`config.mk`:
```
export PLATFORM = sky130hd
export DESIGN_NAME = bounded_deque_with_search
export DESIGN_NICKNAME = d
export VERILOG_FILES = /design/src/rtl/bdq_pkg.sv /design/src/rtl/bounded_deque_with_search.sv /design/src/rtl/bdq_cell.sv /design/src/rtl/bdq_ctrl.sv
export SDC_FILE = /design/constraint.sdc
export NUM_CORES = 2
export LEC_CHECK = 0
export BUFFER_PORTS_ARGS = -buffer_cell sky130_fd_sc_hd__buf_4
export CELL_PAD_IN_SITES_DETAIL_PLACEMENT = 1
export CELL_PAD_IN_SITES_GLOBAL_PLACEMENT = 1
export CORE_MARGIN = 1.5
export CORE_UTILIZATION = 25
export CTS_CLUSTER_DIAMETER = 80
export DETAILED_ROUTE_END_ITERATION = 6
export HOLD_SLACK_MARGIN = 0.06
export PLACE_DENSITY_LB_ADDON = 0.15
export SYNTH_ARGS = -nofsm -noshare
export SYNTH_HDL_FRONTEND = slang
export SYNTH_HIERARCHICAL = 1
export SYNTH_SLANG_ARGS = --single-unit
```
`constraint.sdc`:
```
create_clock -name clk -period 8 [get_ports clk]
set_input_delay 2 -clock clk [delete_from_list [all_inputs] [get_ports clk]]
set_output_delay 2 -clock clk [all_outputs]
set_load 0.02 [all_outputs]
```
`src/rtl/bdq_pkg.sv`:
```
`default_nettype none
package bdq_pkg;

  localparam int DATA_W        = 32;
  localparam int POS_W         = 4;
  localparam int CNT_W         = 5;
  localparam int OP_W          = 3;
  localparam int STATUS_W      = 2;
  localparam int IN_TDATA_W    = 40;
  localparam int OUT_TDATA_W   = 48;
  localparam int DEFAULT_DEPTH = 16;

  localparam logic [OP_W-1:0] OP_PUSH_FRONT = 3'd0;
  localparam logic [OP_W-1:0] OP_PUSH_BACK  = 3'd1;
  localparam logic [OP_W-1:0] OP_POP_FRONT  = 3'd2;
  localparam logic [OP_W-1:0] OP_POP_BACK   = 3'd3;
  localparam logic [OP_W-1:0] OP_FIND       = 3'd4;
  localparam logic [OP_W-1:0] OP_READ       = 3'd5;

  localparam logic [STATUS_W-1:0] ST_OK    = 2'd0;
  localparam logic [STATUS_W-1:0] ST_EMPTY = 2'd1;
  localparam logic [STATUS_W-1:0] ST_FULL  = 2'd2;
  localparam logic [STATUS_W-1:0] ST_MISS  = 2'd3;

  localparam logic [1:0] CMD_HOLD  = 2'd0;
  localparam logic [1:0] CMD_SHR   = 2'd1;  // toward higher index
  localparam logic [1:0] CMD_SHL   = 2'd2;  // toward lower index
  localparam logic [1:0] CMD_WRITE = 2'd3;

  typedef struct packed {
    logic [1:0]        code;
    logic [DATA_W-1:0] value;
  } cmd_t;

  typedef struct packed {
    logic              find;
    logic [DATA_W-1:0] key;
  } scan_t;

  typedef struct packed {
    logic              valid;
    logic              done;
    logic [DATA_W-1:0] data;
    logic [POS_W-1:0]  idx;
  } tok_t;

endpackage
`default_nettype wire

```
`src/rtl/bounded_deque_with_search.sv`:
```
`default_nettype none
// Ordered store of up to DEPTH signed 32-bit words kept in a row of cells, index 0 at
// the front. Pushes at either end and pop front update the cells as the beat is taken;
// their result beat is presented on the next cycle. Pop back, find and read send a token
// down the cell row, one cell per clock, and the result is registered once the token
// leaves the last cell. One operation is in flight at a time. Status on out_tuser: ok,
// pop on empty, push on full, or not found / index beyond count. found_position keeps
// the low four bits of the index.
module bounded_deque_with_search #(
  parameter int DEPTH = bdq_pkg::DEFAULT_DEPTH
) (
  input  wire                              clk,
  input  wire                              rst_n,
  input  wire                              in_tvalid,
  output logic                             in_tready,
  input  wire  [bdq_pkg::OP_W-1:0]         in_tuser,   // operation
  input  wire  [bdq_pkg::IN_TDATA_W-1:0]   in_tdata,   // value[31:0], position[35:32]
  output logic                             out_tvalid,
  input  wire                              out_tready,
  output logic [bdq_pkg::STATUS_W-1:0]     out_tuser,  // status
  output logic [bdq_pkg::OUT_TDATA_W-1:0]  out_tdata   // data[31:0], found_position[35:32],
                                                       // count[40:36]
);

  localparam int IW = $clog2(DEPTH);
  localparam int CW = $clog2(DEPTH + 1);

  bdq_pkg::cmd_t              cmd;
  bdq_pkg::scan_t             scan;
  bdq_pkg::tok_t              tok_src;
  logic [IW-1:0]              wr_target;
  logic [IW-1:0]              scan_target;
  logic [CW-1:0]              occ;
  logic [bdq_pkg::DATA_W-1:0] data_w [DEPTH];
  bdq_pkg::tok_t              tok_w  [DEPTH];

  bdq_ctrl #(
    .DEPTH(DEPTH),
    .IW   (IW),
    .CW   (CW)
  ) u_ctrl (
    .clk        (clk),
    .rst_n      (rst_n),
    .in_tvalid  (in_tvalid),
    .in_tready  (in_tready),
    .in_tuser   (in_tuser),
    .in_tdata   (in_tdata),
    .out_tvalid (out_tvalid),
    .out_tready (out_tready),
    .out_tuser  (out_tuser),
    .out_tdata  (out_tdata),
    .front_data (data_w[0]),
    .tok_end    (tok_w[DEPTH-1]),
    .cmd        (cmd),
    .wr_target  (wr_target),
    .scan       (scan),
    .scan_target(scan_target),
    .occ        (occ),
    .tok_src    (tok_src)
  );

  for (genvar i = 0; i < DEPTH; i++) begin : g_cell
    logic [bdq_pkg::DATA_W-1:0] left_d, right_d;
    bdq_pkg::tok_t              tin;

    if (i == 0) begin : g_first
      assign left_d = cmd.value;
      assign tin    = tok_src;
    end else begin : g_mid
      assign left_d = data_w[i-1];
      assign tin    = tok_w[i-1];
    end

    if (i == DEPTH - 1) begin : g_last
      assign right_d = '0;
    end else begin : g_inner
      assign right_d = data_w[i+1];
    end

    bdq_cell #(
      .IDX(i),
      .IW (IW),
      .CW (CW)
    ) u_cell (
      .clk        (clk),
      .rst_n      (rst_n),
      .cmd        (cmd),
      .wr_target  (wr_target),
      .left_data  (left_d),
      .right_data (right_d),
      .scan       (scan),
      .scan_target(scan_target),
      .occ        (occ),
      .tok_in     (tin),
      .tok_out    (tok_w[i]),
      .data_out   (data_w[i])
    );
  end

endmodule
`default_nettype wire

```
`src/rtl/bdq_cell.sv`:
```
`default_nettype none
module bdq_cell #(
  parameter int IDX = 0,
  parameter int IW  = 4,
  parameter int CW  = 5
) (
  input  wire                          clk,
  input  wire                          rst_n,
  input  bdq_pkg::cmd_t                cmd,
  input  wire  [IW-1:0]                wr_target,
  input  wire  [bdq_pkg::DATA_W-1:0]   left_data,
  input  wire  [bdq_pkg::DATA_W-1:0]   right_data,
  input  bdq_pkg::scan_t               scan,
  input  wire  [IW-1:0]                scan_target,
  input  wire  [CW-1:0]                occ,
  input  bdq_pkg::tok_t                tok_in,
  output bdq_pkg::tok_t                tok_out,
  output logic [bdq_pkg::DATA_W-1:0]   data_out
);

  logic [bdq_pkg::DATA_W-1:0] data_r, data_nxt;
  bdq_pkg::tok_t              tok_r, tok_nxt;
  logic                       hit;

  always_comb begin
    case (cmd.code)
      bdq_pkg::CMD_SHR:   data_nxt = left_data;
      bdq_pkg::CMD_SHL:   data_nxt = right_data;
      bdq_pkg::CMD_WRITE: data_nxt = (IW'(IDX) == wr_target) ? cmd.value : data_r;
      default:            data_nxt = data_r;
    endcase
  end

  // The first live cell that matches claims the passing token; later cells only forward it.
  assign hit = scan.find ? ((data_r == scan.key) && (CW'(IDX) < occ))
                         : (IW'(IDX) == scan_target);

  always_comb begin
    tok_nxt = tok_in;
    if (tok_in.valid && !tok_in.done && hit) begin
      tok_nxt.done = 1'b1;
      tok_nxt.data = data_r;
      tok_nxt.idx  = bdq_pkg::POS_W'(IDX);
    end
  end

  always_ff @(posedge clk) begin
    data_r <= data_nxt;
    if (!rst_n) begin
      tok_r <= '0;
    end else begin
      tok_r <= tok_nxt;
    end
  end

  assign tok_out  = tok_r;
  assign data_out = data_r;

endmodule
`default_nettype wire

```
`src/rtl/bdq_ctrl.sv`:
```
`default_nettype none
module bdq_ctrl #(
  parameter int DEPTH = bdq_pkg::DEFAULT_DEPTH,
  parameter int IW    = $clog2(DEPTH),
  parameter int CW    = $clog2(DEPTH + 1)
) (
  input  wire                               clk,
  input  wire                               rst_n,
  input  wire                               in_tvalid,
  output logic                              in_tready,
  input  wire  [bdq_pkg::OP_W-1:0]          in_tuser,
  input  wire  [bdq_pkg::IN_TDATA_W-1:0]    in_tdata,
  output logic                              out_tvalid,
  input  wire                               out_tready,
  output logic [bdq_pkg::STATUS_W-1:0]      out_tuser,
  output logic [bdq_pkg::OUT_TDATA_W-1:0]   out_tdata,
  input  wire  [bdq_pkg::DATA_W-1:0]        front_data,
  input  bdq_pkg::tok_t                     tok_end,
  output bdq_pkg::cmd_t                     cmd,
  output logic [IW-1:0]                     wr_target,
  output bdq_pkg::scan_t                    scan,
  output logic [IW-1:0]                     scan_target,
  output logic [CW-1:0]                     occ,
  output bdq_pkg::tok_t                     tok_src
);

  logic                          acc;
  logic [bdq_pkg::OP_W-1:0]      op;
  logic [bdq_pkg::DATA_W-1:0]    val;
  logic [bdq_pkg::POS_W-1:0]     pos;
  logic                          full, empty;

  logic [CW-1:0]                 occ_r, occ_nxt;
  logic                          busy_r, busy_nxt;
  logic                          pop_r, pop_nxt;
  logic                          find_r, find_nxt;
  logic [bdq_pkg::DATA_W-1:0]    key_r, key_nxt;
  logic [IW-1:0]                 target_r, target_nxt;
  bdq_pkg::tok_t                 tok_src_r, tok_src_nxt;
  logic                          out_valid_r, out_valid_nxt;
  logic [bdq_pkg::STATUS_W-1:0]  out_status_r, out_status_nxt;
  logic [bdq_pkg::DATA_W-1:0]    out_data_r, out_data_nxt;
  logic [bdq_pkg::POS_W-1:0]     out_fpos_r, out_fpos_nxt;
  logic [bdq_pkg::CNT_W-1:0]     out_count_r, out_count_nxt;

  assign op    = in_tuser;
  assign val   = in_tdata[bdq_pkg::DATA_W-1:0];
  assign pos   = in_tdata[bdq_pkg::DATA_W +: bdq_pkg::POS_W];
  assign full  = (occ_r == CW'(DEPTH));
  assign empty = (occ_r == '0);

  assign in_tready = !busy_r && (!out_valid_r || out_tready);
  assign acc       = in_tvalid && in_tready;

  always_comb begin
    occ_nxt        = occ_r;
    busy_nxt       = busy_r;
    pop_nxt        = pop_r;
    find_nxt       = find_r;
    key_nxt        = key_r;
    target_nxt     = target_r;
    tok_src_nxt    = '0;
    out_valid_nxt  = out_valid_r && !out_tready;
    out_status_nxt = out_status_r;
    out_data_nxt   = out_data_r;
    out_fpos_nxt   = out_fpos_r;
    out_count_nxt  = out_count_r;
    cmd.code       = bdq_pkg::CMD_HOLD;
    cmd.value      = val;

    if (acc) begin
      out_status_nxt = bdq_pkg::ST_OK;
      out_data_nxt   = '0;
      out_fpos_nxt   = '0;
      out_count_nxt  = bdq_pkg::CNT_W'(occ_r);
      out_valid_nxt  = 1'b1;
      case (op)
        bdq_pkg::OP_PUSH_FRONT, bdq_pkg::OP_PUSH_BACK: begin
          if (full) begin
            out_status_nxt = bdq_pkg::ST_FULL;
          end else begin
            cmd.code      = (op == bdq_pkg::OP_PUSH_FRONT) ? bdq_pkg::CMD_SHR
                                                           : bdq_pkg::CMD_WRITE;
            occ_nxt       = occ_r + CW'(1);
            out_count_nxt = bdq_pkg::CNT_W'(occ_r + CW'(1));
          end
        end
        bdq_pkg::OP_POP_FRONT: begin
          if (empty) begin
            out_status_nxt = bdq_pkg::ST_EMPTY;
          end else begin
            cmd.code      = bdq_pkg::CMD_SHL;
            out_data_nxt  = front_data;
            occ_nxt       = occ_r - CW'(1);
            out_count_nxt = bdq_pkg::CNT_W'(occ_r - CW'(1));
          end
        end
        bdq_pkg::OP_POP_BACK: begin
          if (empty) begin
            out_status_nxt = bdq_pkg::ST_EMPTY;
          end else begin
            out_valid_nxt     = 1'b0;
            busy_nxt          = 1'b1;
            pop_nxt           = 1'b1;
            find_nxt          = 1'b0;
            target_nxt        = IW'(occ_r - CW'(1));
            tok_src_nxt.valid = 1'b1;
          end
        end
        bdq_pkg::OP_FIND: begin
          if (empty) begin
            out_status_nxt = bdq_pkg::ST_MISS;
          end else begin
            out_valid_nxt     = 1'b0;
            busy_nxt          = 1'b1;
            pop_nxt           = 1'b0;
            find_nxt          = 1'b1;
            key_nxt           = val;
            tok_src_nxt.valid = 1'b1;
          end
        end
        bdq_pkg::OP_READ: begin
          if (int'(pos) < int'(occ_r)) begin
            out_valid_nxt     = 1'b0;
            busy_nxt          = 1'b1;
            pop_nxt           = 1'b0;
            find_nxt          = 1'b0;
            target_nxt        = IW'(pos);
            tok_src_nxt.valid = 1'b1;
          end else begin
            out_status_nxt = bdq_pkg::ST_MISS;
          end
        end
        default: begin
        end
      endcase
    end

    // The token has walked the whole row; its payload is the lookup result.
    if (tok_end.valid) begin
      busy_nxt       = 1'b0;
      out_valid_nxt  = 1'b1;
      out_status_nxt = tok_end.done ? bdq_pkg::ST_OK : bdq_pkg::ST_MISS;
      out_data_nxt   = (tok_end.done && !find_r) ? tok_end.data : '0;
      out_fpos_nxt   = (tok_end.done && find_r) ? tok_end.idx : '0;
      out_count_nxt  = bdq_pkg::CNT_W'(occ_r);
      if (pop_r) begin
        occ_nxt       = occ_r - CW'(1);
        out_count_nxt = bdq_pkg::CNT_W'(occ_r - CW'(1));
      end
    end
  end

  always_ff @(posedge clk) begin
    pop_r        <= pop_nxt;
    find_r       <= find_nxt;
    key_r        <= key_nxt;
    target_r     <= target_nxt;
    out_status_r <= out_status_nxt;
    out_data_r   <= out_data_nxt;
    out_fpos_r   <= out_fpos_nxt;
    out_count_r  <= out_count_nxt;
    if (!rst_n) begin
      occ_r       <= '0;
      busy_r      <= 1'b0;
      tok_src_r   <= '0;
      out_valid_r <= 1'b0;
    end else begin
      occ_r       <= occ_nxt;
      busy_r      <= busy_nxt;
      tok_src_r   <= tok_src_nxt;
      out_valid_r <= out_valid_nxt;
    end
  end

  assign wr_target   = occ_r[IW-1:0];
  assign scan        = '{find: find_r, key: key_r};
  assign scan_target = target_r;
  assign occ         = occ_r;
  assign tok_src     = tok_src_r;

  assign out_tvalid = out_valid_r;
  assign out_tuser  = out_status_r;
  assign out_tdata  = {{(bdq_pkg::OUT_TDATA_W - bdq_pkg::DATA_W - bdq_pkg::POS_W
                        - bdq_pkg::CNT_W){1'b0}},
                       out_count_r, out_fpos_r, out_data_r};

`ifndef SYNTHESIS
  a_occ_bound: assert property (@(posedge clk) disable iff (!rst_n)
    occ_r <= CW'(DEPTH))
    else $error("occupancy above depth");

  a_tok_only_busy: assert property (@(posedge clk) disable iff (!rst_n)
    tok_end.valid |-> busy_r)
    else $error("token left the row while no lookup was running");

  a_busy_no_out: assert property (@(posedge clk) disable iff (!rst_n)
    busy_r |-> !out_valid_r)
    else $error("result pending during a lookup");

  a_pop_front_count: assert property (@(posedge clk) disable iff (!rst_n)
    (acc && op == bdq_pkg::OP_POP_FRONT && !empty) |=> occ_r == $past(occ_r) - CW'(1))
    else $error("pop front did not lower the count");
`endif

endmodule
`default_nettype wire
```
==> results.cfg <==
[critical_path]
critPathCaptureType = register
critPathArrivalTime_ns = 5.52
path_class = in -> reg
critPathLaunchType = input port
r2r-end = g_cell[13].u_cell/data_out[6]
reg2reg_slack_ns = 3.06
path_max_fanout = 35
r2r_start = u_ctrl/occ[1]
worstPathRequired_ns = 8.47
r2r.worst_path.cells = 12

[yosys]
synth.area.mux_share_pct = 0.0816
synth_area_per_cell_um2 = 9.38
async_flop_share_pct = 0
synth_cells = 7361
yosysWarnings = 6
synth-compound-area-share_pct = 24.2
netlist_top_cells_area = edfxtp_1 26%, dfxtp_1 18%, nand2_1 8.7%, xor2_1 6.2%, a2bb2oi_1 6.0%
synth_xor_area_share_pct = 6.56
synth-adder-area-share_pct = 0.689
netlist-cell-type-count = 101
ys_seq_area_share_pct = 43.7
syn_area_um2 = 69000
synth_flop_cell = dfxtp_1
synth_top_family_by_area = compound AO/OA/AOI/OAI gates
ys_seq_elements = 1209
yosys.area.top_type = edfxtp_1
yosys.area.top_type_share_pct = 25.8
synth-edff-count = 593
yosys.area_share.simple_pct = 18.4

[route]
drc = 0
avgViaCountPerCell = 5.74
first_pass_iters = 5
drtIter0Drc = 6098
detail_route.wl_per_cell_um = 33.8
antenna_left = 0
vias = 62797
drt-total-wl_mm = 370

[sta]
slew_viol_final = 0
tns_ns = 0
fin_crit_ns = 5.05
finalHoldViolations = 0
max_freq_mhz = 198
min_period_over_period_pct = 63.1
max_slew_margin_pct = 12.6
worstMarginPinSlew_ns = 1.31
worst_clock_skew_ns = 0.0597
setup_viol = 0
rsz0062_at_grt = false

[clock_tree]
postCtsSetupBuffers = 0
cts_tree = built
clock-sinks = 1209
clk_pin_slew_ns = 0.06
cts_buffers = 162
htree_levels = 4
hold_buffers = 0
cts_resized = 0
ctsLongestPathBuffers = 4
clockRootBuffer = clkbuf_16
clkLatencyLatePin_ns = 0.86

[die]
die_x_um = 528
core-area_um2 = 274000
die_y_um = 528
dieArea_um2 = 279000
pin_count = 99
rows = 192
start_util_pct = 25.2

[cells_and_area]
drive_gt1_share_pct = 10.2
stdcell_count = 10939
num-nets-final = 7197
synthToLayoutAreaGrowth_pct = 12.0

[min_path]
worstHoldPathType = reg -> reg
hold_depth = 2
worstHoldStart = g_cell[7].u_cell/tok_out[0]
whs_endpoint = g_cell[8].u_cell/tok_out[0]

[placed_design]
dp_hpwl_mm = 239
port_buffers = 87
placed_cells = 10634
place_congestion = 0.849

[power_and_ir_drop]
power_density_nw_per_um2 = 228
clock_power_share_pct = 41.7
p_leak_nw = 29.3
pwr-share-seq_pct = 45.0
power.internal_mw = 12.3
max-vdd-ir-drop_mv = 0.153
power_switching_mw = 5.29
p_comb_share_pct = 13.4
swShare_pct = 30.0

[outcome]
status = complete, no violations

[grt]
grt_pass1_vias = 62378
overflow = 0
grt_pass1_wl_mm = 510
track_usage_pct = 25.7
antenna_found_initial = 32
grt_start_max_net_pins = 180

[run]
cap_violations = 0
-- synth_stat cells, drive strengths merged (38+ instances only) --
cell type and instances:
a22oi 514, a2bb2oi 480, and3 519, buf 238
clkbuf 486, dfxtp 616, edfxtp 593, ha 38
nand2 1603, nand3 55, nand4 38, nor2 78
nor3 47, nor4 123, o21ai 530, o311ai 482
o31a 50, or4 41, xor2 490
-- cell type report --
class | instances | area, um^2
Antenna cell | 16 | 40.0
Clock buffer | 220 | 4560
Clock inverter | 69 | 589
Fill cell | 31258 | 197000
Inverter | 25 | 93.8
Multi-Input combinational cell | 5426 | 35100
Sequential cell | 1209 | 30100
Tap cell | 3686 | 4610
Timing Repair Buffer | 288 | 2200
-- flip-flops by register name, indices dropped and copies added, names as in the netlist --
register	count
g_cell.u_cell/tok_out	608
u_ctrl/scan_target	4
u_ctrl/occ	5
u_ctrl/out_tuser	2
u_ctrl/out_tvalid	1
u_ctrl/key_r	32
u_ctrl/out_count_r	5
u_ctrl/out_fpos_r	4
u_ctrl/pop_r	1
g_cell.u_cell/data_out	512
u_ctrl/busy_r	1
u_ctrl/find_r	1
u_ctrl/tok_src	1
u_ctrl/out_data_r	32
-- through the flow --
step	cell area [um^2]	hold WS, ns	power [mW]	util, %	worst slack (ns)
2_1_floorplan	69300	0.409	9.12	-	0.836
3_3_place_gp	72100	0.438	10.3	26.3	2.15
3_5_place_dp	72100	0.434	10.4	26.3	2.15
4_1_cts	77300	0.432	17.8	28.2	3.04
5_1_grt	77300	0.456	18.2	28.2	2.92
6_report	77300	0.432	17.6	28.2	2.95
-- worst max-delay path by stage --
| stage | start | end |
|---|---|---|
| after floorplan | in_tuser[2] | g_cell[13].u_cell/data_out[0] |
| after global placement | in_tvalid | g_cell[15].u_cell/data_out[17] |
| after detailed placement | in_tvalid | g_cell[13].u_cell/data_out[6] |
| after CTS | in_tvalid | g_cell[15].u_cell/data_out[18] |
| after global routing | u_ctrl/occ[1] | g_cell[13].u_cell/data_out[3] |
| final | in_tvalid | g_cell[14].u_cell/data_out[19] |
-- power groups by stage --
stage	Clock (mW)	Sequential [mW]	Combinational, mW
floorplan	0	7.61	1.51
global placement	0	8.04	2.28
detailed placement	0	8.04	2.33
CTS	7.51	7.91	2.34
global route	7.70	7.95	2.55
finish	7.34	7.92	2.36
-- cells in the final DEF, fill, tap and decap left out, types with 283 or more instances in the layout --
cell type	count
and3_1	514
a2bb2oi_1	469
buf_4	283
o21ai_0	501
nand2_1	1596
edfxtp_1	593
xor2_1	490
o311ai_1	431
a22oi_1	514
dfxtp_1	611
-- cell families after synthesis --
| kind of cell | count (synthesis) |
|---|---|
| AO/OA/AOI/OAI | 2175 |
| multiplexers | 5 |
| adder cells (fa/ha/maj) | 38 |
| XOR/XNOR | 517 |
| buffers and inverters | 800 |
| AND/OR/NAND/NOR | 2615 |
| other | 2 |
| flip-flops | 1209 |
-- routing by layer --
layer | GRT usage [%] | share of wire (%)
met1 | 33.6 | 43
met5 | 0 | 0.0068
met4 | 9.57 | 3.9
met2 | 42.0 | 47
met3 | 4.33 | 6.1
-- critical path, stage by stage --
cell     delay (ns)
buf_4          0.07
nor2b_1        0.48
and2_1         0.48
and2_2         0.54
buf_4          0.37
buf_4          0.20
ha_1           0.14
buf_4          0.41
nand4_1        0.17
o21ai_2        0.10
buf_4          0.45
No activity file was read; power rests on OpenSTA's default activity.
